**config.mk**
```make
export PLATFORM = sky130hd
export DESIGN_NAME = dda_line_rasterizer
export DESIGN_NICKNAME = d
export VERILOG_FILES = /design/src/sv/dda_pkg.sv /design/src/sv/dda_line_rasterizer.sv /design/src/sv/dda_div.sv /design/src/sv/dda_dp.sv /design/src/sv/dda_ctrl.sv
export SDC_FILE = /design/constraint.sdc
export NUM_CORES = 1
export LEC_CHECK = 0
export BUFFER_PORTS_ARGS = -buffer_cell sky130_fd_sc_hd__buf_2
export CAP_MARGIN = 20
export CORE_MARGIN = 2
export CORE_UTILIZATION = 45
export CTS_CLUSTER_SIZE = 28
export DETAILED_ROUTE_END_ITERATION = 6
export PLACE_DENSITY = 0.66
export SLEW_MARGIN = 30
export SYNTH_ARGS = -nofsm -noshare
export SYNTH_HDL_FRONTEND = slang
export SYNTH_SLANG_ARGS = --single-unit
```
**constraint.sdc**
```tcl
create_clock -name aclk -period 10.7 [get_ports aclk]
set_input_delay 1.07 -clock aclk [delete_from_list [all_inputs] [get_ports aclk]]
set_output_delay 1.07 -clock aclk [all_outputs]
set_load 0.03 [all_outputs]
```
**src/sv/dda_pkg.sv**
```systemverilog
`timescale 1ns / 1ps
`default_nettype none

package dda_pkg;

    localparam int COORD_BITS = 16;
    localparam int FRAC_BITS  = 16;
    localparam int POS_W      = COORD_BITS + FRAC_BITS;
    localparam int ABS_W      = COORD_BITS;
    localparam int SPAN_W     = COORD_BITS + 1;
    localparam int INC_W      = FRAC_BITS + 2;
    localparam int QUO_W      = FRAC_BITS + 1;
    localparam int RND_W      = COORD_BITS + 2;
    localparam int COLOR_W    = 24;
    localparam int CANVAS_W   = 13;
    localparam int CFG_IDX_W  = 2;
    localparam int DIV_CYC    = POS_W;
    localparam int DIV_CNT_W  = $clog2(DIV_CYC);

    localparam int IN_DATA_W   = ((4 * COORD_BITS + COLOR_W + 7) / 8) * 8;
    localparam int OUT_DATA_W  = ((2 * COORD_BITS + COLOR_W + 7) / 8) * 8;
    localparam int OUT_USER_W  = 2;

    localparam logic [CANVAS_W-1:0] CANVAS_W_RESET = CANVAS_W'(1280);
    localparam logic [CANVAS_W-1:0] CANVAS_H_RESET = CANVAS_W'(720);

    localparam logic [CFG_IDX_W-1:0] CFG_CANVAS_WIDTH  = CFG_IDX_W'(0);
    localparam logic [CFG_IDX_W-1:0] CFG_CANVAS_HEIGHT = CFG_IDX_W'(1);

    localparam logic FUNC_START = 1'b0;
    localparam logic FUNC_STEP  = 1'b1;

    localparam logic [POS_W:0] ROUND_HALF = (POS_W + 1)'(1) << (FRAC_BITS - 1);

    typedef struct packed {
        logic start;
        logic step;
        logic idle_step;
        logic div_start;
    } dda_cmd_t;

    typedef struct packed {
        logic zero_len;
        logic last_step;
        logic out_free;
        logic div_done;
    } dda_status_t;

    // Q-format position to integer pixel, half away from zero
    function automatic logic [RND_W-1:0] round_fixed(input logic [POS_W-1:0] p);
        logic           neg;
        logic [POS_W:0] ext;
        logic [POS_W:0] mag;
        logic [POS_W:0] sum;
        logic [RND_W-1:0] r;
        neg = p[POS_W-1];
        ext = {p[POS_W-1], p};
        mag = neg ? (~ext + 1'b1) : ext;
        sum = mag + ROUND_HALF;
        r   = RND_W'(sum >> FRAC_BITS);
        return neg ? (~r + 1'b1) : r;
    endfunction

endpackage

`default_nettype wire

```
**src/sv/dda_line_rasterizer.sv**
```systemverilog
// channel   dir  handshake                 payload
// s_        in   s_tvalid / s_tready       s_tdata, s_tuser (func)
// m_        out  m_tvalid / m_tready       m_tdata, m_tuser, m_tlast (line_done)
// cfg_      in   cfg_valid / cfg_ready     cfg_index, cfg_data
//
// Step items: one per cycle while s_tready stays high; each result is presented in the cycle after accept.
// Start items: first pixel registered next cycle; unless the line has zero length,
//   s_tready then stays low while the shift-subtract divider forms both increments.
// Reset: synchronous on aresetn low; canvas returns to 1280 x 720, no line active.
// Stalls: a held result blocks s_tready only while m_tready is low.
`timescale 1ns / 1ps
`default_nettype none

module dda_line_rasterizer (
    input  wire logic                               aclk,
    input  wire logic                               aresetn,
    input  wire logic                               s_tvalid,
    output logic                                    s_tready,
    // start_x, start_y, end_x, end_y, line_color
    input  wire logic [dda_pkg::IN_DATA_W-1:0]      s_tdata,
    // func
    input  wire logic                               s_tuser,
    output logic                                    m_tvalid,
    input  wire logic                               m_tready,
    // pixel_x, pixel_y, pixel_color
    output logic [dda_pkg::OUT_DATA_W-1:0]          m_tdata,
    // write_enable, pixel_valid
    output logic [dda_pkg::OUT_USER_W-1:0]          m_tuser,
    output logic                                    m_tlast,
    input  wire logic                               cfg_valid,
    output logic                                    cfg_ready,
    input  wire logic [dda_pkg::CFG_IDX_W-1:0]      cfg_index,
    input  wire logic [dda_pkg::CANVAS_W-1:0]       cfg_data
);

    dda_pkg::dda_cmd_t    cmd;
    dda_pkg::dda_status_t status;

    assign cfg_ready = 1'b1;

    dda_ctrl u_ctrl (
        .aclk     (aclk),
        .aresetn  (aresetn),
        .s_tvalid (s_tvalid),
        .s_tuser  (s_tuser),
        .s_tready (s_tready),
        .status   (status),
        .cmd      (cmd)
    );

    dda_dp u_dp (
        .aclk      (aclk),
        .aresetn   (aresetn),
        .cmd       (cmd),
        .status    (status),
        .s_tdata   (s_tdata),
        .cfg_valid (cfg_valid),
        .cfg_index (cfg_index),
        .cfg_data  (cfg_data),
        .m_tready  (m_tready),
        .m_tvalid  (m_tvalid),
        .m_tdata   (m_tdata),
        .m_tuser   (m_tuser),
        .m_tlast   (m_tlast)
    );

endmodule

`default_nettype wire

```
**src/sv/dda_div.sv**
```systemverilog
`timescale 1ns / 1ps
`default_nettype none

// two-lane restoring divider, one quotient bit per cycle
module dda_div (
    input  wire logic                          aclk,
    input  wire logic                          aresetn,
    input  wire logic                          start,
    input  wire logic [dda_pkg::ABS_W-1:0]     mag_x,
    input  wire logic [dda_pkg::ABS_W-1:0]     mag_y,
    input  wire logic [dda_pkg::ABS_W-1:0]     divisor,
    output logic                               done,
    output logic [dda_pkg::QUO_W-1:0]          quo_x,
    output logic [dda_pkg::QUO_W-1:0]          quo_y
);

    logic                          run_reg, run_next;
    logic                          done_reg, done_next;
    logic [dda_pkg::DIV_CNT_W-1:0] cnt_reg, cnt_next;
    logic [dda_pkg::ABS_W-1:0]     dsr_reg, dsr_next;
    logic [dda_pkg::POS_W-1:0]     dvd_reg  [2];
    logic [dda_pkg::POS_W-1:0]     dvd_next [2];
    logic [dda_pkg::ABS_W-1:0]     rem_reg  [2];
    logic [dda_pkg::ABS_W-1:0]     rem_next [2];
    logic [dda_pkg::ABS_W-1:0]     mag_in   [2];

    assign mag_in[0] = mag_x;
    assign mag_in[1] = mag_y;

    always_comb begin
        logic [dda_pkg::ABS_W:0] shifted;
        logic                    ge;
        shifted   = '0;
        ge        = 1'b0;
        run_next  = run_reg;
        done_next = 1'b0;
        cnt_next  = cnt_reg;
        dsr_next  = dsr_reg;
        for (int l = 0; l < 2; l++) begin
            dvd_next[l] = dvd_reg[l];
            rem_next[l] = rem_reg[l];
        end
        if (start) begin
            run_next = 1'b1;
            cnt_next = '0;
            dsr_next = divisor;
            for (int l = 0; l < 2; l++) begin
                dvd_next[l] = {mag_in[l], {dda_pkg::FRAC_BITS{1'b0}}};
                rem_next[l] = '0;
            end
        end else if (run_reg) begin
            for (int l = 0; l < 2; l++) begin
                shifted     = {rem_reg[l], dvd_reg[l][dda_pkg::POS_W-1]};
                ge          = shifted >= {1'b0, dsr_reg};
                rem_next[l] = ge ? dda_pkg::ABS_W'(shifted - {1'b0, dsr_reg})
                                 : shifted[dda_pkg::ABS_W-1:0];
                dvd_next[l] = {dvd_reg[l][dda_pkg::POS_W-2:0], ge};
            end
            cnt_next = cnt_reg + 1'b1;
            if (cnt_reg == dda_pkg::DIV_CNT_W'(dda_pkg::DIV_CYC - 1)) begin
                run_next  = 1'b0;
                done_next = 1'b1;
            end
        end
    end

    always_ff @(posedge aclk) begin
        if (!aresetn) begin
            run_reg  <= 1'b0;
            done_reg <= 1'b0;
            cnt_reg  <= '0;
        end else begin
            run_reg  <= run_next;
            done_reg <= done_next;
            cnt_reg  <= cnt_next;
        end
    end

    always_ff @(posedge aclk) begin
        dsr_reg <= dsr_next;
        for (int l = 0; l < 2; l++) begin
            dvd_reg[l] <= dvd_next[l];
            rem_reg[l] <= rem_next[l];
        end
    end

    assign done  = done_reg;
    assign quo_x = dvd_reg[0][dda_pkg::QUO_W-1:0];
    assign quo_y = dvd_reg[1][dda_pkg::QUO_W-1:0];

endmodule

`default_nettype wire

```
**src/sv/dda_dp.sv**
```systemverilog
`timescale 1ns / 1ps
`default_nettype none

module dda_dp (
    input  wire logic                              aclk,
    input  wire logic                              aresetn,
    input  wire dda_pkg::dda_cmd_t                 cmd,
    output dda_pkg::dda_status_t                   status,
    input  wire logic [dda_pkg::IN_DATA_W-1:0]     s_tdata,
    input  wire logic                              cfg_valid,
    input  wire logic [dda_pkg::CFG_IDX_W-1:0]     cfg_index,
    input  wire logic [dda_pkg::CANVAS_W-1:0]      cfg_data,
    input  wire logic                              m_tready,
    output logic                                   m_tvalid,
    output logic [dda_pkg::OUT_DATA_W-1:0]         m_tdata,
    output logic [dda_pkg::OUT_USER_W-1:0]         m_tuser,
    output logic                                   m_tlast
);

    localparam int CB = dda_pkg::COORD_BITS;

    logic [CB-1:0]                  start_x, start_y, end_x, end_y;
    logic [dda_pkg::COLOR_W-1:0]    line_color;
    logic [dda_pkg::SPAN_W-1:0]     dx, dy, ndx, ndy;
    logic [dda_pkg::ABS_W-1:0]      ax, ay, steps;

    logic [dda_pkg::POS_W-1:0]      pos_x_reg, pos_x_next, pos_y_reg, pos_y_next;
    logic [dda_pkg::INC_W-1:0]      inc_x_reg, inc_x_next, inc_y_reg, inc_y_next;
    logic [dda_pkg::ABS_W-1:0]      steps_left_reg, steps_left_next;
    logic [dda_pkg::COLOR_W-1:0]    color_reg, color_next;
    logic                           sign_x_reg, sign_x_next, sign_y_reg, sign_y_next;
    logic [dda_pkg::CANVAS_W-1:0]   canvas_w_reg, canvas_w_next;
    logic [dda_pkg::CANVAS_W-1:0]   canvas_h_reg, canvas_h_next;

    logic                           m_valid_reg, m_valid_next;
    logic [CB-1:0]                  out_x_reg, out_x_next, out_y_reg, out_y_next;
    logic [dda_pkg::COLOR_W-1:0]    out_color_reg, out_color_next;
    logic                           out_we_reg, out_we_next;
    logic                           out_pv_reg, out_pv_next;
    logic                           out_done_reg, out_done_next;

    logic                           div_done;
    logic [dda_pkg::QUO_W-1:0]      quo_x, quo_y;
    logic [dda_pkg::RND_W-1:0]      px, py;
    logic                           on_canvas;

    assign start_x    = s_tdata[CB-1:0];
    assign start_y    = s_tdata[2*CB-1:CB];
    assign end_x      = s_tdata[3*CB-1:2*CB];
    assign end_y      = s_tdata[4*CB-1:3*CB];
    assign line_color = s_tdata[4*CB+dda_pkg::COLOR_W-1:4*CB];

    assign dx    = {end_x[CB-1], end_x} - {start_x[CB-1], start_x};
    assign dy    = {end_y[CB-1], end_y} - {start_y[CB-1], start_y};
    assign ndx   = ~dx + 1'b1;
    assign ndy   = ~dy + 1'b1;
    assign ax    = dx[dda_pkg::SPAN_W-1] ? ndx[dda_pkg::ABS_W-1:0] : dx[dda_pkg::ABS_W-1:0];
    assign ay    = dy[dda_pkg::SPAN_W-1] ? ndy[dda_pkg::ABS_W-1:0] : dy[dda_pkg::ABS_W-1:0];
    assign steps = (ax > ay) ? ax : ay;

    dda_div u_div (
        .aclk    (aclk),
        .aresetn (aresetn),
        .start   (cmd.div_start),
        .mag_x   (ax),
        .mag_y   (ay),
        .divisor (steps),
        .done    (div_done),
        .quo_x   (quo_x),
        .quo_y   (quo_y)
    );

    always_comb begin
        pos_x_next      = pos_x_reg;
        pos_y_next      = pos_y_reg;
        inc_x_next      = inc_x_reg;
        inc_y_next      = inc_y_reg;
        steps_left_next = steps_left_reg;
        color_next      = color_reg;
        sign_x_next     = sign_x_reg;
        sign_y_next     = sign_y_reg;
        if (cmd.start) begin
            pos_x_next      = {start_x, {dda_pkg::FRAC_BITS{1'b0}}};
            pos_y_next      = {start_y, {dda_pkg::FRAC_BITS{1'b0}}};
            steps_left_next = steps;
            color_next      = line_color;
            sign_x_next     = dx[dda_pkg::SPAN_W-1];
            sign_y_next     = dy[dda_pkg::SPAN_W-1];
        end else if (cmd.step) begin
            pos_x_next = pos_x_reg + {{(dda_pkg::POS_W - dda_pkg::INC_W){inc_x_reg[dda_pkg::INC_W-1]}},
                                      inc_x_reg};
            pos_y_next = pos_y_reg + {{(dda_pkg::POS_W - dda_pkg::INC_W){inc_y_reg[dda_pkg::INC_W-1]}},
                                      inc_y_reg};
            steps_left_next = steps_left_reg - 1'b1;
        end
        if (div_done) begin
            inc_x_next = sign_x_reg ? (~{1'b0, quo_x} + 1'b1) : {1'b0, quo_x};
            inc_y_next = sign_y_reg ? (~{1'b0, quo_y} + 1'b1) : {1'b0, quo_y};
        end
    end

    always_comb begin
        canvas_w_next = canvas_w_reg;
        canvas_h_next = canvas_h_reg;
        if (cfg_valid) begin
            unique case (cfg_index)
                dda_pkg::CFG_CANVAS_WIDTH:  canvas_w_next = cfg_data;
                dda_pkg::CFG_CANVAS_HEIGHT: canvas_h_next = cfg_data;
                default: ;
            endcase
        end
    end

    assign px        = dda_pkg::round_fixed(pos_x_next);
    assign py        = dda_pkg::round_fixed(pos_y_next);
    assign on_canvas = !px[dda_pkg::RND_W-1] && (px < dda_pkg::RND_W'(canvas_w_reg))
                    && !py[dda_pkg::RND_W-1] && (py < dda_pkg::RND_W'(canvas_h_reg));

    always_comb begin
        m_valid_next   = m_valid_reg && !m_tready;
        out_x_next     = out_x_reg;
        out_y_next     = out_y_reg;
        out_color_next = out_color_reg;
        out_we_next    = out_we_reg;
        out_pv_next    = out_pv_reg;
        out_done_next  = out_done_reg;
        if (cmd.start || cmd.step) begin
            m_valid_next   = 1'b1;
            out_x_next     = px[CB-1:0];
            out_y_next     = py[CB-1:0];
            out_color_next = color_next;
            out_we_next    = on_canvas;
            out_pv_next    = 1'b1;
            out_done_next  = cmd.start ? status.zero_len : status.last_step;
        end else if (cmd.idle_step) begin
            m_valid_next   = 1'b1;
            out_x_next     = '0;
            out_y_next     = '0;
            out_color_next = '0;
            out_we_next    = 1'b0;
            out_pv_next    = 1'b0;
            out_done_next  = 1'b0;
        end
    end

    always_ff @(posedge aclk) begin
        if (!aresetn) begin
            pos_x_reg      <= '0;
            pos_y_reg      <= '0;
            inc_x_reg      <= '0;
            inc_y_reg      <= '0;
            steps_left_reg <= '0;
            color_reg      <= '0;
            sign_x_reg     <= 1'b0;
            sign_y_reg     <= 1'b0;
            canvas_w_reg   <= dda_pkg::CANVAS_W_RESET;
            canvas_h_reg   <= dda_pkg::CANVAS_H_RESET;
            m_valid_reg    <= 1'b0;
        end else begin
            pos_x_reg      <= pos_x_next;
            pos_y_reg      <= pos_y_next;
            inc_x_reg      <= inc_x_next;
            inc_y_reg      <= inc_y_next;
            steps_left_reg <= steps_left_next;
            color_reg      <= color_next;
            sign_x_reg     <= sign_x_next;
            sign_y_reg     <= sign_y_next;
            canvas_w_reg   <= canvas_w_next;
            canvas_h_reg   <= canvas_h_next;
            m_valid_reg    <= m_valid_next;
        end
    end

    always_ff @(posedge aclk) begin
        out_x_reg     <= out_x_next;
        out_y_reg     <= out_y_next;
        out_color_reg <= out_color_next;
        out_we_reg    <= out_we_next;
        out_pv_reg    <= out_pv_next;
        out_done_reg  <= out_done_next;
    end

    assign status.zero_len  = (steps == '0);
    assign status.last_step = (steps_left_reg == dda_pkg::ABS_W'(1));
    assign status.out_free  = !m_valid_reg || m_tready;
    assign status.div_done  = div_done;

    assign m_tvalid = m_valid_reg;
    assign m_tdata  = dda_pkg::OUT_DATA_W'({out_color_reg, out_y_reg, out_x_reg});
    assign m_tuser  = {out_pv_reg, out_we_reg};
    assign m_tlast  = out_done_reg;

endmodule

`default_nettype wire

```
**src/sv/dda_ctrl.sv**
```systemverilog
`timescale 1ns / 1ps
`default_nettype none

module dda_ctrl (
    input  wire logic                  aclk,
    input  wire logic                  aresetn,
    input  wire logic                  s_tvalid,
    input  wire logic                  s_tuser,
    output logic                       s_tready,
    input  wire dda_pkg::dda_status_t  status,
    output dda_pkg::dda_cmd_t          cmd
);

    typedef enum logic [1:0] {
        ST_IDLE = 2'b01,
        ST_DIV  = 2'b10
    } state_t;

    state_t state_reg, state_next;
    logic   busy_reg, busy_next;
    logic   accept;

    assign s_tready = (state_reg == ST_IDLE) && status.out_free;
    assign accept   = s_tvalid && s_tready;

    assign cmd.start     = accept && (s_tuser == dda_pkg::FUNC_START);
    assign cmd.step      = accept && (s_tuser == dda_pkg::FUNC_STEP) && busy_reg;
    assign cmd.idle_step = accept && (s_tuser == dda_pkg::FUNC_STEP) && !busy_reg;
    assign cmd.div_start = cmd.start && !status.zero_len;

    always_comb begin
        state_next = state_reg;
        unique case (state_reg)
            ST_IDLE: if (cmd.div_start) state_next = ST_DIV;
            ST_DIV:  if (status.div_done) state_next = ST_IDLE;
            default: state_next = ST_IDLE;
        endcase
    end

    always_comb begin
        busy_next = busy_reg;
        priority if (cmd.start) begin
            busy_next = !status.zero_len;
        end else if (cmd.step && status.last_step) begin
            busy_next = 1'b0;
        end else begin
            busy_next = busy_reg;
        end
    end

    always_ff @(posedge aclk) begin
        if (!aresetn) begin
            state_reg <= ST_IDLE;
            busy_reg  <= 1'b0;
        end else begin
            state_reg <= state_next;
            busy_reg  <= busy_next;
        end
    end

endmodule

`default_nettype wire

```
After elaboration in Yosys (flattened, before gate mapping)
Memory sizes are Yosys's and may differ from the RTL's.
Index checks and enable logic that the tools add are counted.
{"block": "word_totals", "register_bits": 254, "latchBits": 0, "mem_bits_rw": 96, "rom_bits": 0, "memories": 2}
{"name": "u_dp.u_div.dvd_reg", "depth": 2, "word_bits": 32, "rd": 2, "rd_ports_with_merged_regs": 0, "wr": 2, "line": "dda_div.sv:21", "rtl": "logic [dda_pkg::POS_W-1:0] dvd_reg [2];"}
{"name": "u_dp.u_div.rem_reg", "depth": 2, "word_bits": 16, "rd": 2, "rd_ports_with_merged_regs": 0, "wr": 2, "line": "dda_div.sv:23", "rtl": "logic [dda_pkg::ABS_W-1:0] rem_reg [2];"}
{"block": "op_classes", "n_addsub": 18, "multipliers": 0, "n_div": 0, "n_lt_le_gt_ge": 5, "n_eq_ne": 7, "n_shift": 0, "n_mux": 42, "bitwise": 11, "n_reduce_logical": 30}
{"op": "32-bit 2-to-1 mux", "count": 6}
{"op": "16-bit 2-to-1 mux", "count": 10}
{"op": "64-bit 2-to-1 mux", "count": 2}
{"op": "18-bit by 1-bit adder with 18-bit output (second input constant)", "count": 4}
{"op": "18-bit 2-to-1 mux", "count": 4}
{"op": "24-bit 2-to-1 mux", "count": 3}
{"op": "17-bit inverter with 18-bit output", "count": 4}
{"op": "33-bit by 1-bit adder with 33-bit output (second input constant)", "count": 2}
{"op": "33-bit by 16-bit adder with 33-bit output (second input constant)", "count": 2}
{"op": "33-bit 2-to-1 mux", "count": 2}
{"op": "33-bit inverter", "count": 2}
{"op": "32-bit adder", "count": 2}
{"op": "18-bit by 13-bit < comparator with 1-bit output", "count": 2}
{"op": "17-bit by 16-bit greater-or-equal comparator with 1-bit output", "count": 2}
{"op": "16-bit by 16-bit subtractor with 17-bit output", "count": 2}
{"op": "16-bit by 1-bit adder with 16-bit output (second input constant)", "count": 2}
{"op": "16-bit inverter", "count": 2}
{"op": "16-bit subtractor", "count": 2}
{"op": "16-bit by 1-bit equality test with 1-bit output (second input constant)", "count": 1}
{"op": "16-bit > comparator", "count": 1}
{"op": "16-bit logical NOT", "count": 1}
{"op": "16-bit by 1-bit subtractor with 16-bit output (second input constant)", "count": 1}
{"op": "1-bit logical AND", "count": 12}
{"op": "1-bit 2-to-1 mux", "count": 12}
{"op": "other kinds (15)", "count": 30}

Logic depth before layout (Yosys ltp)
{"block": "depth", "ltp_word": 20, "depth_mapped": 39}

Modules after synthesis
Synthesis repeated with hierarchy kept, for this count alone.
{"block": "hier_totals", "hier_cells": 3108, "area_unflattened_um2": 26147.6}
{"module": "dda_dp", "instances": 1, "cells_per_inst": 2420, "area_per_inst_um2": 19432.4, "seq_area_each_um2": 5144.9}
{"module": "dda_div", "instances": 1, "cells_per_inst": 665, "area_per_inst_um2": 6520.0, "seq_area_each_um2": 2862.7}
{"module": "dda_ctrl", "instances": 1, "cells_per_inst": 21, "area_per_inst_um2": 183.9, "seq_area_each_um2": 60.1}
{"module": "dda_line_rasterizer", "instances": 1, "cells_per_inst": 2, "area_per_inst_um2": 11.3, "seq_area_each_um2": 0.0}

Least setup slack after synthesis
Ideal clock, no wire load.
{"block": "synth_timing", "path_kind": "input to register", "start": "in m_tready", "end": "reg u_dp.out_we_reg (data pin)", "setup_time_ns": 0.150, "arrival_time_ns": 9.145, "t_required_ns": 10.550, "setup_slack_ns": 1.405, "path_stages": 35, "n_path_buf": 5, "cell_sequence": "nand2b_1 buf_2 nand3_2 clkinv_1 a2bb2oi_1 nor3_1 and3_1 or3_1 clkbuf_1 clkbuf_1 buf_1 buf_1 nor2_1 xnor2_1 ha_1 o211ai_1 a2111oi_0 nor2_2 nand2_1 a22oi_1 xor2_1 nand2b_1 mux2_1 a311o_1 xor2_1 ha_1 a21o_1 a21o_1 a21o_1 a211oi_1 o22ai_1 nor4_1 nand4_1 or4_1 nor3_2"}
{"block": "synth_via", "elab_chain_cells": 19, "elab_cells_between_ends": 33}
{"element": "from (decl)", "line": "dda_line_rasterizer.sv:24", "rtl": "input wire logic m_tready,"}
{"element": "1-bit logical OR *", "line": "dda_dp.sv:185", "rtl": "assign status.out_free = !m_valid_reg || m_tready;"}
{"element": "1-bit logical AND *", "line": "dda_ctrl.sv:23", "rtl": "assign s_tready = (state_reg == ST_IDLE) && status.out_free;"}
{"element": "1-bit logical AND *", "line": "dda_ctrl.sv:24", "rtl": "assign accept = s_tvalid && s_tready;"}
{"element": "1-bit logical AND (2 in a row)", "line": "dda_ctrl.sv:27", "rtl": "assign cmd.step = accept && (s_tuser == dda_pkg::FUNC_STEP) && busy_reg;"}
{"element": "32-bit 2-to-1 mux", "line": "dda_dp.sv:89", "rtl": "end else if (cmd.step) begin"}
{"element": "32-bit 2-to-1 mux *", "line": "dda_dp.sv:82", "rtl": "if (cmd.start) begin"}
{"element": "33-bit inverter", "line": "dda_pkg.sv:58", "rtl": "mag = neg ? (~ext + 1'b1) : ext;"}
{"element": "33-bit by 1-bit adder with 33-bit output", "line": "dda_pkg.sv:58"}
{"element": "[... 2 more ...]"}
{"element": "17-bit inverter with 18-bit output", "line": "dda_pkg.sv:61", "rtl": "return neg ? (~r + 1'b1) : r;"}
{"element": "18-bit by 1-bit adder with 18-bit output", "line": "dda_pkg.sv:61"}
{"element": "18-bit 2-to-1 mux *", "line": "dda_pkg.sv:61"}
{"element": "net u_dp.px, one bit", "line": "dda_dp.sv:44", "rtl": "logic [dda_pkg::RND_W-1:0] px, py;"}
{"element": "18-bit by 13-bit < comparator with 1-bit output *", "line": "dda_dp.sv:116", "rtl": "assign on_canvas = !px[dda_pkg::RND_W-1] && (px < dda_pkg::RND_W'(canvas_w_reg))"}
{"element": "1-bit logical AND *", "line": "dda_dp.sv:116"}
{"element": "1-bit logical AND * (2 in a row)", "line": "dda_dp.sv:117", "rtl": "&& !py[dda_pkg::RND_W-1] && (py < dda_pkg::RND_W'(canvas_h_reg));"}
{"element": "1-bit 2-to-1 mux *", "line": "dda_dp.sv:127", "rtl": "if (cmd.start || cmd.step) begin"}
{"element": "to (signal assigned)", "line": "dda_dp.sv:178", "rtl": "out_we_reg <= out_we_next;"}
{"element": "to (decl)", "line": "dda_dp.sv:38", "rtl": "logic out_we_reg, out_we_next;"}
The timed path passes the listed nets; every way through them passes the cells marked *.
A chain may end at the register's enable or synchronous reset.

==> impl_metrics.env <==
export IMPL_outcome="finished, final reports clean"
export IMPL_detail_route_antenna_nets=0
export IMPL_drtPass1Iterations=7
export IMPL_rows=87
export IMPL_syn_num_nets=3462
export IMPL_ios=171
export IMPL_slew_headroom_pct=34.8
export IMPL_period_needed_ns=9.13
export IMPL_finalNetCount=3546
export IMPL_synth_most_common_cell="nand2_1"
export IMPL_yosys_cell_types_count=113
export IMPL_layout_drive_gt1_share_pct=10.7
export IMPL_synth_seq_cells=350
export IMPL_post_dp_hpwl_um=55700
export IMPL_rr_worst_depth=32
export IMPL_drt_total_wl_um=75500
export IMPL_synth_edf_count=106
export IMPL_seq_area_frac_synth_pct=31.2
export IMPL_die_area_mm2=0.0593
export IMPL_wl_met2_um=33400
export IMPL_place_inst=3966
export IMPL_rr_startpoint="u_ctrl.busy_reg"
export IMPL_required_ns=11.00
export IMPL_hold_path_class="reg -> reg"
export IMPL_largest_reg_flops=64
export IMPL_cp_common_cell="o21a_1"
export IMPL_worstSetupPathType="in -> reg"
export IMPL_die_x_um=244
export IMPL_antenna_found_initial=2
export IMPL_grt_max_degree=87
export IMPL_dr_total_vias=23600
export IMPL_initial_core_util_pct=45.6
export IMPL_finalHoldViolCount=0
export IMPL_routed_via_density=5.84
export IMPL_synth_top_cells_by_count="nand2_1 (374), nor2_1 (332), dfxtp_1 (244), a21oi_1 (222), ha_1 (178)"
export IMPL_ys_flop_type="dfxtp_1"
export IMPL_fmax_ghz=0.110
export IMPL_grt_pass1_wl_um=119000
export IMPL_cts_htree_levels=2
export IMPL_synth_top_area_cell="dfxtp_1"
export IMPL_cts_root_buf="clkbuf_16"
export IMPL_reg2reg_to="u_dp.out_we_reg"
export IMPL_critPathLaunchType="primary input"
export IMPL_die_h_um=244
export IMPL_place_ws_ns=1.19
export IMPL_finalNonFillerCells=4042
export IMPL_worst_path_max_fanout=54
export IMPL_ys_warn_count=0
export IMPL_cts_tree="built"
export IMPL_place_gp_congestion=0.937
export IMPL_p_leak_nw=12.0
export IMPL_grt_pass1_vias=21700
export IMPL_grt_overflow_total=0
export IMPL_slowest_stage="nor4_1"
export IMPL_cts_sinks=350
export IMPL_syn_inst=3169
export IMPL_dr_wl_met3_um=5580
export IMPL_maxCapViolations=0
export IMPL_power_density_mw_per_mm2=167
export IMPL_synthTopCellsByArea="dfxtp_1 (19%), edfxtp_1 (12%), ha_1 (8.6%), nand2_1 (5.4%), nor2_1 (4.8%)"
export IMPL_highest_layer="met5"
export IMPL_synth_area_mm2=0.0258
export IMPL_cts_hold_buffers=0
export IMPL_setup_viol=0
export IMPL_rsz0062_at_grt="false"
export IMPL_avgSynthCellArea_um2=8.15
export IMPL_clk_path_buf_depth=3
export IMPL_arrival_ns=9.42
export IMPL_async_flop_share_pct=0
export IMPL_post_cts_setup_buffers=0
export IMPL_worst_pin_slew_ns=0.972
export IMPL_finalSetupTns_ns=0
export IMPL_track_usage_pct=24.7
export IMPL_slowest_delay_ns=0.50
export IMPL_core_area_mm2=0.0566
export IMPL_critPathCapture="u_dp.u_div.dvd_reg[0][29]"
export IMPL_skew_ns=0.0286
export IMPL_ir_drop_mv=0.123
export IMPL_clk_latency_ns=0.58
export IMPL_antennaDiodeCount=0
export IMPL_crit_path_end_kind="flip-flop"
export IMPL_drc_errors=0
export IMPL_hp_start="u_dp.out_pv_reg"
export IMPL_area_growth_pct=10.9
export IMPL_nFillCells=5466
export IMPL_cts_resized=0
export IMPL_final_util_pct=50.6
export IMPL_wl_met1_um=34900
export IMPL_portBuffers=169
export IMPL_slew_viol_final=0
export IMPL_synth_top_cell_area_share_pct=18.9
export IMPL_ff2ff_setup_slack_ns=1.73
export IMPL_wire_per_inst_um=18.7
export IMPL_drt_iter0_drc=2025
export IMPL_finalWorstSetupSlack_ns=1.57
export IMPL_critPathLaunch="s_tdata[16]"
export IMPL_finalPower_mw=4.79
export IMPL_period_share_pct=85.3
export IMPL_cts_buffers=41
export IMPL_cts_clk_slew_worst_paths_ns=0.06
-- through the flow --
stage | hold slack [ns] | area (µm²)
floorplan | 0.423 | 25800
global placement | 0.438 | 27200
detailed placement | 0.444 | 27300
CTS | 0.455 | 28600
global route | 0.468 | 28600
finish | 0.452 | 28600
-- where the power goes --
part,switching (mW),internal (mW)
clock,0.610,0.831
sequential,0.0908,1.51
combinational,1.07,0.677
total,1.77,3.02
-- kinds of logic (layout without fill, tap and decap cells) --
kind of cell / Yosys count / count (layout) / synth area share (%)
multiplexers: 125 / 125 / 5.00
AND/OR/NAND/NOR: 1146 / 1146 / 21.1
other: 1 / 1 / 0.0145
flip-flops: 350 / 350 / 31.2
AO/OA/AOI/OAI: 841 / 841 / 21.7
adder cells (fa/ha/maj): 185 / 185 / 9.13
buffers and inverters: 316 / 433 / 4.87
XOR/XNOR: 205 / 205 / 7.00
-- critical path: cells and delay by family --
family | cells | cell delay (ns)
adder cells (fa/ha/maj) | 3 | 0.94
AND/OR/NAND/NOR | 5 | 1.67
buffers and inverters | 4 | 1.02
multiplexers | 2 | 0.87
AO/OA/AOI/OAI | 18 | 3.80
-- final cells by class --
class / instances / area (µm²) / share of cell area [%]
clock inverter: 17 / 161 / 0.563
tap: 756 / 946 / 3.30
sequential: 350 / 8070 / 28.2
inverter: 158 / 596 / 2.08
timing repair buffer: 199 / 1090 / 3.80
clock buffer: 59 / 1220 / 4.27
multi-input combinational: 2503 / 16600 / 57.8
-- routing by layer --
metal  GRT usage (%)  up-vias
met5               0        -
li1                -    11600
met2            38.5      784
met4            6.21        2
met3            3.55      112
met1            35.6    11100
-- how the worst min path moves through the flow --
stage | end | slack (ns) | cells after the start
global route | u_dp.canvas_w_reg[4] | 0.47 | 2
finish | u_dp.out_pv_reg | 0.45 | 2
global placement | u_dp.out_pv_reg | 0.44 | 2
floorplan | u_dp.out_pv_reg | 0.42 | 2
CTS | u_dp.color_reg[20] | 0.46 | 2
detailed placement | u_dp.out_pv_reg | 0.44 | 2
-- cells in the final DEF (no fill, tap or decap), drive strengths merged, types with 22 or more instances in the layout --
cell / synthesis / layout
nand2: 375 / 375
nor2: 333 / 333
dfxtp: 244 / 244
a21oi: 223 / 223
buf: 51 / 199
ha: 178 / 178
o21ai: 166 / 166
inv: 157 / 163
xnor2: 110 / 110
mux2i: 110 / 110
edfxtp: 106 / 106
xor2: 94 / 94
a211oi: 87 / 87
a21o: 73 / 73
nor3: 69 / 69
clkbuf: 107 / 59
and2: 56 / 56
nand3: 56 / 56
nand4: 41 / 41
and3: 34 / 34
or3: 33 / 33
o21a: 32 / 32
a31oi: 32 / 32
nand2b: 31 / 31
o31ai: 25 / 25
nor4: 24 / 24
o211ai: 23 / 23
nor2b: 22 / 22
No activity file was read; power rests on OpenSTA's default activity.
